[config.mk]
export PLATFORM = sky130hd
export DESIGN_NAME = runlist_vcn_to_lcn_mapper
export DESIGN_NICKNAME = d
export VERILOG_FILES = /design/src/design/rvlm_pkg.sv /design/src/design/rvlm_in_reg.sv /design/src/design/rvlm_core.sv /design/src/design/rvlm_out_reg.sv /design/src/design/runlist_vcn_to_lcn_mapper.sv
export VERILOG_INCLUDE_DIRS = /design/src /design/src/design
export SDC_FILE = /design/constraint.sdc
export NUM_CORES = 1
export LEC_CHECK = 0
export BUFFER_PORTS_ARGS = -buffer_cell sky130_fd_sc_hd__buf_2
export CAP_MARGIN = 5
export CORE_ASPECT_RATIO = 0.8
export CORE_MARGIN = 10
export CORE_UTILIZATION = 50
export CTS_CLUSTER_DIAMETER = 120
export CTS_CLUSTER_SIZE = 10
export DETAILED_ROUTE_END_ITERATION = 12
export PLACE_DENSITY = 0.7
export SLEW_MARGIN = 25
export SYNTH_ARGS = -nofsm -noshare
export SYNTH_HDL_FRONTEND = slang
export SYNTH_SLANG_ARGS = --single-unit
export TNS_END_PERCENT = 10
[constraint.sdc]
create_clock -name aclk -period 11.3 [get_ports aclk]
set_clock_uncertainty 0.05 [all_clocks]
set_input_delay 0 -clock aclk [delete_from_list [all_inputs] [get_ports aclk]]
set_output_delay 0 -clock aclk [all_outputs]
set_load 0.05 [all_outputs]
[src/design/runlist_vcn_to_lcn_mapper_defines.svh]
// Assertion macros used by the run list mapper core module.
`ifndef RUNLIST_VCN_TO_LCN_MAPPER_DEFINES_SVH
`define RUNLIST_VCN_TO_LCN_MAPPER_DEFINES_SVH

// Same-cycle implication, disabled during reset.
`define RVLM_ASSERT_IMPLIES(label, clk, rstn, ante, cons, msg) \
    label: assert property (@(posedge clk) disable iff (!(rstn)) (ante) |-> (cons)) \
        else $error(msg);

// Next-cycle implication, disabled during reset.
`define RVLM_ASSERT_NEXT(label, clk, rstn, ante, cons, msg) \
    label: assert property (@(posedge clk) disable iff (!(rstn)) (ante) |=> (cons)) \
        else $error(msg);

`endif

[src/design/rvlm_pkg.sv]
`default_nettype none
package rvlm_pkg;

    localparam logic [32:0] VCN_LIMIT = 33'h1_0000_0000;

    typedef enum logic [3:0] {
        PH_IDLE   = 4'b0001,
        PH_HEADER = 4'b0010,
        PH_LENGTH = 4'b0100,
        PH_OFFSET = 4'b1000
    } rvlm_phase_t;

    typedef enum logic [1:0] {
        ST_MAPPED = 2'd0,
        ST_SPARSE = 2'd1,
        ST_END    = 2'd2,
        ST_OVER   = 2'd3
    } rvlm_status_t;

    typedef struct packed {
        logic [7:0]  run_byte;
        logic        list_start;
        logic [31:0] target_vcn;
    } rvlm_item_t;

    typedef struct packed {
        logic [63:0]  lcn;
        rvlm_status_t status;
    } rvlm_result_t;

endpackage
`default_nettype wire

[src/design/rvlm_in_reg.sv]
`default_nettype none
module rvlm_in_reg (
    input  wire logic              aclk,
    input  wire logic              aresetn,
    input  wire logic              s_tvalid,
    output logic                   s_tready,
    input  wire logic [39:0]       s_tdata,   // run_byte [7:0], target_vcn [39:8]
    input  wire logic              s_tuser,   // list_start
    input  wire logic              fire,
    output logic                   in_valid,
    output rvlm_pkg::rvlm_item_t   item
);
    import rvlm_pkg::*;

    logic       in_valid_reg;
    logic       in_valid_next;
    rvlm_item_t item_reg;

    assign s_tready = !in_valid_reg || fire;
    assign in_valid = in_valid_reg;
    assign item     = item_reg;

    always_comb begin
        in_valid_next = in_valid_reg;
        if (s_tvalid && s_tready) begin
            in_valid_next = 1'b1;
        end else if (fire) begin
            in_valid_next = 1'b0;
        end
    end

    always_ff @(posedge aclk) begin
        if (!aresetn) begin
            in_valid_reg <= 1'b0;
        end else begin
            in_valid_reg <= in_valid_next;
        end
    end

    always_ff @(posedge aclk) begin
        if (s_tvalid && s_tready) begin
            item_reg.run_byte   <= s_tdata[7:0];
            item_reg.list_start <= s_tuser;
            item_reg.target_vcn <= s_tdata[39:8];
        end
    end

endmodule
`default_nettype wire

[src/design/rvlm_core.sv]
`default_nettype none
`include "runlist_vcn_to_lcn_mapper_defines.svh"
module rvlm_core (
    input  wire logic                 aclk,
    input  wire logic                 aresetn,
    input  wire logic                 fire,
    input  wire rvlm_pkg::rvlm_item_t item,
    output logic                      res_valid,
    output rvlm_pkg::rvlm_result_t    res
);
    import rvlm_pkg::*;

    rvlm_phase_t phase_reg, phase_next;
    logic [2:0]  length_bytes_reg, length_bytes_next;
    logic [2:0]  offset_bytes_reg, offset_bytes_next;
    logic [2:0]  byte_count_reg, byte_count_next;
    logic [55:0] length_acc_reg, length_acc_next;
    logic [55:0] delta_acc_reg, delta_acc_next;
    logic [32:0] vcn_base_reg, vcn_base_next;
    logic [63:0] lcn_base_reg, lcn_base_next;
    logic [31:0] target_reg, target_next;

    rvlm_phase_t phase_eff;
    logic [31:0] target_eff;
    logic [32:0] vcn_base_eff;
    logic [63:0] lcn_base_eff;
    logic [2:0]  bc_inc;
    logic [55:0] len_new;
    logic [55:0] delta_new;
    logic [63:0] delta_wide;
    logic [63:0] delta_ext;
    logic [55:0] fin_len;
    logic [63:0] fin_delta;
    logic [56:0] vcn_end;
    logic [63:0] lcn_end;
    logic        hit;
    logic        run_done;

    always_comb begin
        phase_eff    = item.list_start ? PH_HEADER : phase_reg;
        target_eff   = item.list_start ? item.target_vcn : target_reg;
        vcn_base_eff = item.list_start ? 33'd0 : vcn_base_reg;
        lcn_base_eff = item.list_start ? 64'd0 : lcn_base_reg;
        bc_inc       = byte_count_reg + 3'd1;

        len_new   = length_acc_reg;
        delta_new = delta_acc_reg;
        for (int i = 0; i < 7; i++) begin
            if (byte_count_reg == 3'(i)) begin
                len_new[8*i +: 8]   = len_new[8*i +: 8] | item.run_byte;
                delta_new[8*i +: 8] = delta_new[8*i +: 8] | item.run_byte;
            end
        end

        delta_wide = {8'h00, delta_new};
        for (int i = 0; i < 8; i++) begin
            delta_ext[8*i +: 8] = (3'(i) < offset_bytes_reg) ? delta_wide[8*i +: 8]
                                                              : {8{item.run_byte[7]}};
        end

        fin_len   = (phase_eff == PH_LENGTH) ? len_new : length_acc_reg;
        fin_delta = (phase_eff == PH_LENGTH) ? 64'd0 : delta_ext;
        vcn_end   = {24'd0, vcn_base_eff} + {1'b0, fin_len};
        lcn_end   = lcn_base_eff + fin_delta;
        hit       = (|fin_len) && ({25'd0, target_eff} >= {24'd0, vcn_base_eff})
                    && ({25'd0, target_eff} < vcn_end);
    end

    always_comb begin
        phase_next        = phase_reg;
        length_bytes_next = length_bytes_reg;
        offset_bytes_next = offset_bytes_reg;
        byte_count_next   = byte_count_reg;
        length_acc_next   = length_acc_reg;
        delta_acc_next    = delta_acc_reg;
        vcn_base_next     = vcn_base_eff;
        lcn_base_next     = lcn_base_eff;
        target_next       = target_eff;
        res_valid         = 1'b0;
        res.lcn           = 64'd0;
        res.status        = ST_MAPPED;
        run_done          = 1'b0;

        unique case (phase_eff)
            PH_HEADER: begin
                length_bytes_next = item.run_byte[2:0];
                offset_bytes_next = item.run_byte[6:4];
                if (item.run_byte[2:0] == 3'd0) begin
                    res_valid  = 1'b1;
                    res.status = ST_END;
                    phase_next = PH_IDLE;
                end else begin
                    byte_count_next = 3'd0;
                    length_acc_next = 56'd0;
                    delta_acc_next  = 56'd0;
                    phase_next      = PH_LENGTH;
                end
            end
            PH_LENGTH: begin
                length_acc_next = len_new;
                byte_count_next = bc_inc;
                if (bc_inc >= length_bytes_reg) begin
                    byte_count_next = 3'd0;
                    if (offset_bytes_reg == 3'd0) begin
                        run_done = 1'b1;
                    end else begin
                        phase_next = PH_OFFSET;
                    end
                end
            end
            PH_OFFSET: begin
                delta_acc_next  = delta_new;
                byte_count_next = bc_inc;
                if (bc_inc >= offset_bytes_reg) begin
                    byte_count_next = 3'd0;
                    run_done        = 1'b1;
                end
            end
            default: begin
            end
        endcase

        if (run_done) begin
            if (hit) begin
                res_valid  = 1'b1;
                phase_next = PH_IDLE;
                if (fin_delta == 64'd0) begin
                    res.status = ST_SPARSE;
                end else begin
                    res.status = ST_MAPPED;
                    res.lcn    = lcn_end;
                end
            end else begin
                vcn_base_next = vcn_end[32:0];
                lcn_base_next = lcn_end;
                if (vcn_end > {24'd0, VCN_LIMIT}) begin
                    res_valid  = 1'b1;
                    res.status = ST_OVER;
                    phase_next = PH_IDLE;
                end else begin
                    phase_next = PH_HEADER;
                end
            end
        end
    end

    always_ff @(posedge aclk) begin
        if (!aresetn) begin
            phase_reg        <= PH_IDLE;
            length_bytes_reg <= 3'd0;
            offset_bytes_reg <= 3'd0;
            byte_count_reg   <= 3'd0;
            length_acc_reg   <= 56'd0;
            delta_acc_reg    <= 56'd0;
            vcn_base_reg     <= 33'd0;
            lcn_base_reg     <= 64'd0;
            target_reg       <= 32'd0;
        end else if (fire) begin
            phase_reg        <= phase_next;
            length_bytes_reg <= length_bytes_next;
            offset_bytes_reg <= offset_bytes_next;
            byte_count_reg   <= byte_count_next;
            length_acc_reg   <= length_acc_next;
            delta_acc_reg    <= delta_acc_next;
            vcn_base_reg     <= vcn_base_next;
            lcn_base_reg     <= lcn_base_next;
            target_reg       <= target_next;
        end
    end

    `RVLM_ASSERT_NEXT(a_idle_after_result, aclk, aresetn, fire && res_valid, phase_reg == PH_IDLE, "phase not idle after a result")
    `RVLM_ASSERT_IMPLIES(a_length_count, aclk, aresetn, phase_reg == PH_LENGTH, byte_count_reg < length_bytes_reg, "length byte count out of range")
    `RVLM_ASSERT_IMPLIES(a_offset_count, aclk, aresetn, phase_reg == PH_OFFSET, (offset_bytes_reg != 3'd0) && (byte_count_reg < offset_bytes_reg), "offset byte count out of range")
    `RVLM_ASSERT_IMPLIES(a_vcn_base_range, aclk, aresetn, phase_reg != PH_IDLE, vcn_base_reg <= VCN_LIMIT, "running count beyond limit while active")
    `RVLM_ASSERT_IMPLIES(a_unused_lcn_zero, aclk, aresetn, res_valid && (res.status != ST_MAPPED), res.lcn == 64'd0, "lcn not zero on a non-mapped result")

endmodule
`default_nettype wire

[src/design/rvlm_out_reg.sv]
`default_nettype none
module rvlm_out_reg (
    input  wire logic                   aclk,
    input  wire logic                   aresetn,
    input  wire logic                   load,
    input  wire rvlm_pkg::rvlm_result_t res,
    output logic                        out_ready,
    output logic                        m_tvalid,
    input  wire logic                   m_tready,
    output logic [63:0]                 m_tdata,   // lcn [63:0]
    output logic [1:0]                  m_tuser    // status [1:0]
);
    import rvlm_pkg::*;

    logic         m_valid_reg;
    logic         m_valid_next;
    rvlm_result_t res_reg;

    assign out_ready = !m_valid_reg || m_tready;
    assign m_tvalid  = m_valid_reg;
    assign m_tdata   = res_reg.lcn;
    assign m_tuser   = res_reg.status;

    always_comb begin
        m_valid_next = m_valid_reg;
        if (load) begin
            m_valid_next = 1'b1;
        end else if (m_tready) begin
            m_valid_next = 1'b0;
        end
    end

    always_ff @(posedge aclk) begin
        if (!aresetn) begin
            m_valid_reg <= 1'b0;
        end else begin
            m_valid_reg <= m_valid_next;
        end
    end

    always_ff @(posedge aclk) begin
        if (load) begin
            res_reg <= res;
        end
    end

endmodule
`default_nettype wire

[src/design/runlist_vcn_to_lcn_mapper.sv]
// A byte waits in the input register; its result, if any, is held in the output register.
// Throughput: one run list byte per cycle; a byte stalls only while a result waits on m_tready.
// The per-byte decode is one pass through the core between input and result registers.
// Reset: synchronous aresetn (active low) empties both stages and clears the list state;
// bytes are then ignored until one arrives with list_start set.
`default_nettype none
module runlist_vcn_to_lcn_mapper (
    input  wire logic        aclk,
    input  wire logic        aresetn,
    input  wire logic        s_tvalid,
    output logic             s_tready,
    input  wire logic [39:0] s_tdata,   // run_byte [7:0], target_vcn [39:8]
    input  wire logic        s_tuser,   // list_start
    output logic             m_tvalid,
    input  wire logic        m_tready,
    output logic [63:0]      m_tdata,   // lcn [63:0]
    output logic [1:0]       m_tuser    // status [1:0]
);
    import rvlm_pkg::*;

    logic         in_valid;
    logic         out_ready;
    logic         fire;
    logic         res_valid;
    rvlm_item_t   item;
    rvlm_result_t res;

    assign fire = in_valid && out_ready;

    rvlm_in_reg u_in_reg (
        .aclk     (aclk),
        .aresetn  (aresetn),
        .s_tvalid (s_tvalid),
        .s_tready (s_tready),
        .s_tdata  (s_tdata),
        .s_tuser  (s_tuser),
        .fire     (fire),
        .in_valid (in_valid),
        .item     (item)
    );

    rvlm_core u_core (
        .aclk      (aclk),
        .aresetn   (aresetn),
        .fire      (fire),
        .item      (item),
        .res_valid (res_valid),
        .res       (res)
    );

    rvlm_out_reg u_out_reg (
        .aclk      (aclk),
        .aresetn   (aresetn),
        .load      (fire && res_valid),
        .res       (res),
        .out_ready (out_ready),
        .m_tvalid  (m_tvalid),
        .m_tready  (m_tready),
        .m_tdata   (m_tdata),
        .m_tuser   (m_tuser)
    );

endmodule
`default_nettype wire
==> out/metrics.yaml, run 1 <==
status: "finished, final reports clean"
cp.arrival_ns: 8.25
seq_power_share: 0.463
n_fill_cell: 4028
hold_buffers: 44
finalCritPeriodShare: 0.716
most-common-layout-cells: "nor2_1, dfxtp_1, a21oi_1"
async_reset_ff_frac: 0
io_buffers: 112
p_per_area_nw_per_um2: 116
slew_viol_final: 0
hp-class: "input pin to flip-flop"
min_period_ns: 8.09
holdWs_ns: 0.0459
grt_pass1_vias: 19700
grt_pass1_wl_microns: 110000
cap_violations: 0
crit_type: "flip-flop to flip-flop"
synth_edf_count: 107
placementRows: 69
antenna_found_initial: 3
r2r_slack_ns: 3.21
cts-resized-gates: 0
initial_utilization: 0.510
ys_top_cells_by_area: "dfxtp_1, edfxtp_1, ha_1, nor2_1, a21oi_1"
numCtsBuffers: 42
cp_slowest_stage_delay_ns: 0.69
post-place-ws_ns: 3.46
slowest_stage: "nor3_4"
switching_share: 0.263
worst_slack_ns: 3.21
dp_hpwl_microns: 48900
p_leak_uw: 0.0102
num_vias: 20700
rsz0062_at_grt: "no"
clkSlewWorstSetupHoldPaths_ns: 0.06
routed_wl_microns: 68900
drt-initial-drc-count: 1983
fmax_mhz: 124
wl_per_cell_microns: 20.8
crit_chain: "buf_12 -> nor3_4 -> nand2_1 -> buf_4 -> o21bai_1 -> ha_1 -> a211oi_1 -> o21ai_0 -> o22ai_1 -> o311ai_0 -> o211ai_1 -> xor2_1 -> ha_1 -> nand3_1 -> o211ai_1 -> nor4_1 -> o21ai_0 -> o21ai_0 -> a211oi_1 -> o32ai_1 -> a211oi_2 -> o21ai_4 -> buf_4"
dr.pass1.iters: 7
die-area_sq_um: 54700
dieWidth_microns: 259
slew_headroom: 0.290
cts_sinks: 363
overflow: 0
synth_fp_nets: 2826
synth_top_area_frac: 0.224
path_common_cell: "o21ai_0"
syn_area_sq_um: 22800
cp-end-kind: "flip-flop"
power_switching_uw: 776
ys_types: 86
core_sq_um: 44800
ant_nets: 0
multi_input_comb_area_sq_um: 13600
yosys.area.top_type: "dfxtp_1"
synth_seq_area_share: 0.365
gp_congestion: 0.965
viasPerCell: 6.27
p_comb_frac: 0.108
clockBufferDepth: 3
grt_max_degree: 140
antenna_cells: 0
dp_cells: 3191
syn2layout_area_growth_pct: 11.5
cts_htree_levels: 2
p_int_uw: 2170
final_cells: 3305
drive_gt1_frac: 0.104
synth_seq_cells: 363
tns_ns: 0
clockRootBuffer: "clkbuf_16"
pin_count: 113
drc: 0
final_nets: 2893
final_common_cell: "nor2_1"
crit_fanout: 139
grt_usage: 0.244
p_clk_frac: 0.429
start_kind: "flip-flop"
synthCells: 2609
hold_violations: 0
cts_setup_buffers: 0
peakVddDrop_mv: 0.119
power_uw: 2950
seqCellArea_sq_um: 8340
setup_viol: 0
synth_area_per_cell_sq_um: 8.76
dieHeight_microns: 211
tightest_slew_ns: 1.04
yosys_most_used_dff: "dfxtp_1"
clk_latency_ns: 0.60
yosys_warnings: 0
cts_tree: "done"
critPathRequiredTime_ns: 11.45
[layout make-up]
type                       count  share of cell area
multi-input combinational   2007               0.536
sequential                   363               0.327
timing repair buffer         187              0.0489
clock buffer                  67              0.0458
tap                          603              0.0296
inverter                      75              0.0111
clock inverter                 3             0.00147
[metrics by stage]
stage / utilization / instance area, sq um
final: 0.568 / 25500
after global routing: 0.568 / 25500
after CTS: 0.568 / 25500
after detailed placement: 0.532 / 23800
after global placement: 0.532 / 23800
after floorplan: - / 22800
[layer usage]
layer / wire length [microns] / track usage / vias to the layer above
met1: 31600 / 0.346 / 9966
met2: 30200 / 0.376 / 823
met4: 1050 / 0.0543 / 4
met3: 5990 / 0.0487 / 95
met5: 29 / 0 / -
li1: - / - / 9838
[power groups by stage]
| stage | registers (uW) | logic (uW) | clock network [uW] |
|---|---|---|---|
| 6_report | 1360 | 318 | 1270 |
| 3_3_place_gp | 1390 | 295 | 0 |
| 5_1_grt | 1360 | 347 | 1340 |
| 3_5_place_dp | 1390 | 300 | 0 |
| 4_1_cts | 1360 | 314 | 1290 |
| 2_1_floorplan | 1400 | 205 | 0 |
[kinds of logic after synthesis]
| kind of cell | Yosys count | share of synthesized area |
|---|---|---|
| AOI/OAI and AO/OA | 814 | 0.244 |
| xor gates and xnor gates | 95 | 0.0364 |
| adders and majority gates | 172 | 0.0949 |
| buffers and inverters | 239 | 0.0409 |
| DFF | 363 | 0.365 |
| muxes | 74 | 0.0342 |
| and+or+nand+nor | 852 | 0.185 |
[final timing paths]
kind                          startpoint                      to  cells after the start
setup / recovery       u_in_reg.item[32]    u_out_reg.m_tuser[1]                     23
hold / removal                  m_tready      u_out_reg.m_tvalid                      4
setup reg to reg       u_in_reg.item[32]    u_out_reg.m_tuser[1]                     23
hold reg to reg   u_core.lcn_base_reg[3]  u_core.lcn_base_reg[3]                      1
[cells in the mapped netlist, types with 24 or more instances]
cell type  number
mux2i_1        42
dfxtp_1       256
edfxtp_1      107
inv_1          74
xor2_1         53
o21bai_1       29
nor3_1         51
nor2b_1        92
nand4_1        32
ha_1          170
o21ai_0        72
a31oi_1       111
a21oi_1       201
nand2b_1       44
nand2_1       130
a32oi_1        26
nor4_1         28
xnor2_1        42
o2bb2ai_1      91
nor2_1        315
a31o_2         24
nand3_1        52
a211oi_1       27
a21o_1         83
mux2_2         32
clkbuf_1      124
[critical path: cells and delay by family (launching register included)]
kind / cells / cell delay (ns)
xor+xnor: 1 / 0.30
compound gates: 13 / 3.92
simple gates: 4 / 1.13
buf+inv: 3 / 1.26
flops: 1 / 0.42
fa+ha+maj: 2 / 0.55
No activity file was read; power rests on OpenSTA's default activity.
==> run 2: changes to the inputs <==
--- a/config.mk
+++ b/config.mk
@@ -6,6 +6,7 @@
 export SDC_FILE = /design/constraint.sdc
 export NUM_CORES = 1
 export LEC_CHECK = 0
+export ABC_AREA = 1
 export BUFFER_PORTS_ARGS = -buffer_cell sky130_fd_sc_hd__buf_2
 export CAP_MARGIN = 5
 export CORE_ASPECT_RATIO = 0.8
@@ -14,7 +15,7 @@
 export CTS_CLUSTER_DIAMETER = 120
 export CTS_CLUSTER_SIZE = 10
 export DETAILED_ROUTE_END_ITERATION = 12
-export PLACE_DENSITY = 0.7
+export PLACE_DENSITY = 0.69
 export SLEW_MARGIN = 25
 export SYNTH_ARGS = -nofsm -noshare
 export SYNTH_HDL_FRONTEND = slang
==> constraint.sdc (replaced) <==
create_clock -name aclk -period 7.3 [get_ports aclk]
set_clock_uncertainty 0.05 [all_clocks]
set_input_delay 0 -clock aclk [delete_from_list [all_inputs] [get_ports aclk]]
set_output_delay 0 -clock aclk [all_outputs]
set_load 0.05 [all_outputs]
==> run 2 against run 1 <==
Net effect:
- routed wire length up 26%
- die area rose by 13%
- sequential power increased by 57%
- critical path depth is 9 higher
- core utilization down 0.50 points
- sequential cell count stayed put
- final area increased by 14%
- total power grew 59%
- count of clock-buffer cells in the layout rose by 2
- clock power up 53%
- register-to-register slack got worse by 2.4 ns
- critical path type unchanged
==> out/metrics.yaml, run 2 <==
critPathLaunch: "u_core.byte_count_reg[0]"
yosys.area.top_type: "dfxtp_1"
hp-class: "input pin to flip-flop"
gp_congestion: 0.993
p_leak_uw: 0.0137
tns_ns: 0
finalCritPeriodShare: 0.893
whs_path_depth: 2
synth_area_per_cell_sq_um: 6.53
routed_wl_microns: 87000
yosysMostFrequentCell: "nand2_1"
drive_gt1_frac: 0.0631
ant_nets: 0
most-common-layout-cells: "nand2_1, inv_1, a21oi_1"
clk_latency_ns: 0.59
async_reset_ff_frac: 0
pin_count: 113
slowest_stage: "fa_1"
wl_per_cell_microns: 18.0
hold_violations: 0
timing.rr.start: "u_core.byte_count_reg[0]"
synth_seq_cells: 363
cts_sinks: 363
hp-start: "s_tdata[7]"
die-area_sq_um: 62000
place_area_sq_um: 27400
clkSlewWorstSetupHoldPaths_ns: 0.06
drc: 0
dieHeight_microns: 225
hold_buffers: 45
design_area_sq_um: 29000
synth_common_cells: "nand2_1, inv_1, a21oi_1"
crit_fanout: 44
setup_viol: 0
ys_top_cells_by_area: "dfxtp_1, nand2_1, edfxtp_1, a21oi_1, ha_1"
synth_top_area_frac: 0.196
dp_cells: 4702
syn2layout_area_growth_pct: 10.7
synthCells: 4014
initial_utilization: 0.509
slew_headroom: 0.156
final_common_cell: "nand2_1"
numCtsBuffers: 42
grt_usage: 0.273
num_vias: 27100
path_common_cell: "nand2_1"
grt_pass1_vias: 24100
min_period_ns: 6.52
yosys_most_used_dff: "dfxtp_1"
io_buffers: 112
cp.arrival_ns: 6.77
final_nets: 4324
dieWidth_microns: 276
synth_seq_area_share: 0.318
fmax_mhz: 153
cap_violations: 0
dp_hpwl_microns: 65800
dr.pass1.iters: 6
clockBufferDepth: 3
status: "finished, final reports clean"
peakVddDrop_mv: 0.226
ys_types: 54
core_sq_um: 51500
cts_tree: "done"
cts-resized-gates: 0
rr_worst_depth: 32
antenna_found_initial: 3
grt_pass1_wl_microns: 136000
critPathRequiredTime_ns: 7.56
cp_slowest_stage_delay_ns: 0.54
clockRootBuffer: "clkbuf_16"
cts_htree_levels: 2
tightest_slew_ns: 1.26
crit_type: "flip-flop to flip-flop"
n_fill_cell: 5226
final_cells: 4819
yosys_warnings: 0
p_per_area_nw_per_um2: 162
syn_area_sq_um: 26200
viasPerCell: 5.63
cts_setup_buffers: 0
placementRows: 74
slew_viol_final: 0
start_kind: "flip-flop"
drt-initial-drc-count: 3234
overflow: 0
synth_edf_count: 107
grt_max_degree: 80
rsz0062_at_grt: "no"
synth_fp_nets: 4231
cp-end-kind: "flip-flop"
-- run 2: changes by cell type in the layout (fill, tap and decap cells not counted), sizes merged, moves of 92 or more --
cell   before   now
a21oi     201   430
inv        78   555
nor2b      92     0
nand2     131  1043
o21ai      84   200
nand3      52   341
-- run 2: critical path, delay by kind of cell (launching register included) --
kind	cells	cell delay (ns)
adders and majority gates	3	1.12
AOI/OAI and AO/OA	1	0.19
buffers and inverters	4	0.83
and+or+nand+nor	24	3.53
DFF	1	0.43
-- run 2: power breakdown --
part / total (uW) / switching (uW) / internal [uW]
combinational: 630 / 446 / 183
sequential: 2130 / 17.4 / 2110
clock: 1940 / 869 / 1070
total: 4700 / 1330 / 3370
-- run 2: through the flow --
stage	worst slack (ns)	utilization	total power [uW]	hold WS, ns
global placement	1.12	0.532	2760	0.126
CTS	0.971	0.563	4720	0.0390
detailed placement	0.976	0.532	2760	0.128
global route	0.343	0.563	4870	0.0686
finish	0.782	0.563	4700	0.0754
floorplan	1.48	-	2570	0.0489
-- run 2: cells by family after synthesis --
group | synth area share
buf+inv | 0.107
xor+xnor | 0.0234
flops | 0.318
compound gates | 0.162
fa+ha+maj | 0.0827
simple gates | 0.307
-- run 2: layout make-up --
class / instances / area, sq um / share of cell area
clock buffers: 69 / 1150 / 0.0397
repair buffers: 204 / 1400 / 0.0483
diodes: 1 / 2.50 / 0.0000863
flip-flops and latches: 363 / 8340 / 0.288
multi-input cells: 2936 / 15100 / 0.521
clock inverters: 2 / 25.0 / 0.000863
inverters: 560 / 2110 / 0.0727
well taps: 684 / 856 / 0.0295
-- run 2: per-layer routing --
metal	track usage	vias to the layer above	routed length, microns
li1	-	13400	-
met3	0.0663	92	10100
met5	0	-	18
met2	0.373	1217	33900
met1	0.422	12500	41800
met4	0.0504	2	1210
-- run 2: path summary, 6_finish.rpt --
check        slack (ns)                     to
min reg2reg        0.40  u_core.target_reg[12]
max                0.78  u_out_reg.m_tdata[63]
min                0.08      u_in_reg.item[40]
max reg2reg        0.78  u_out_reg.m_tdata[63]
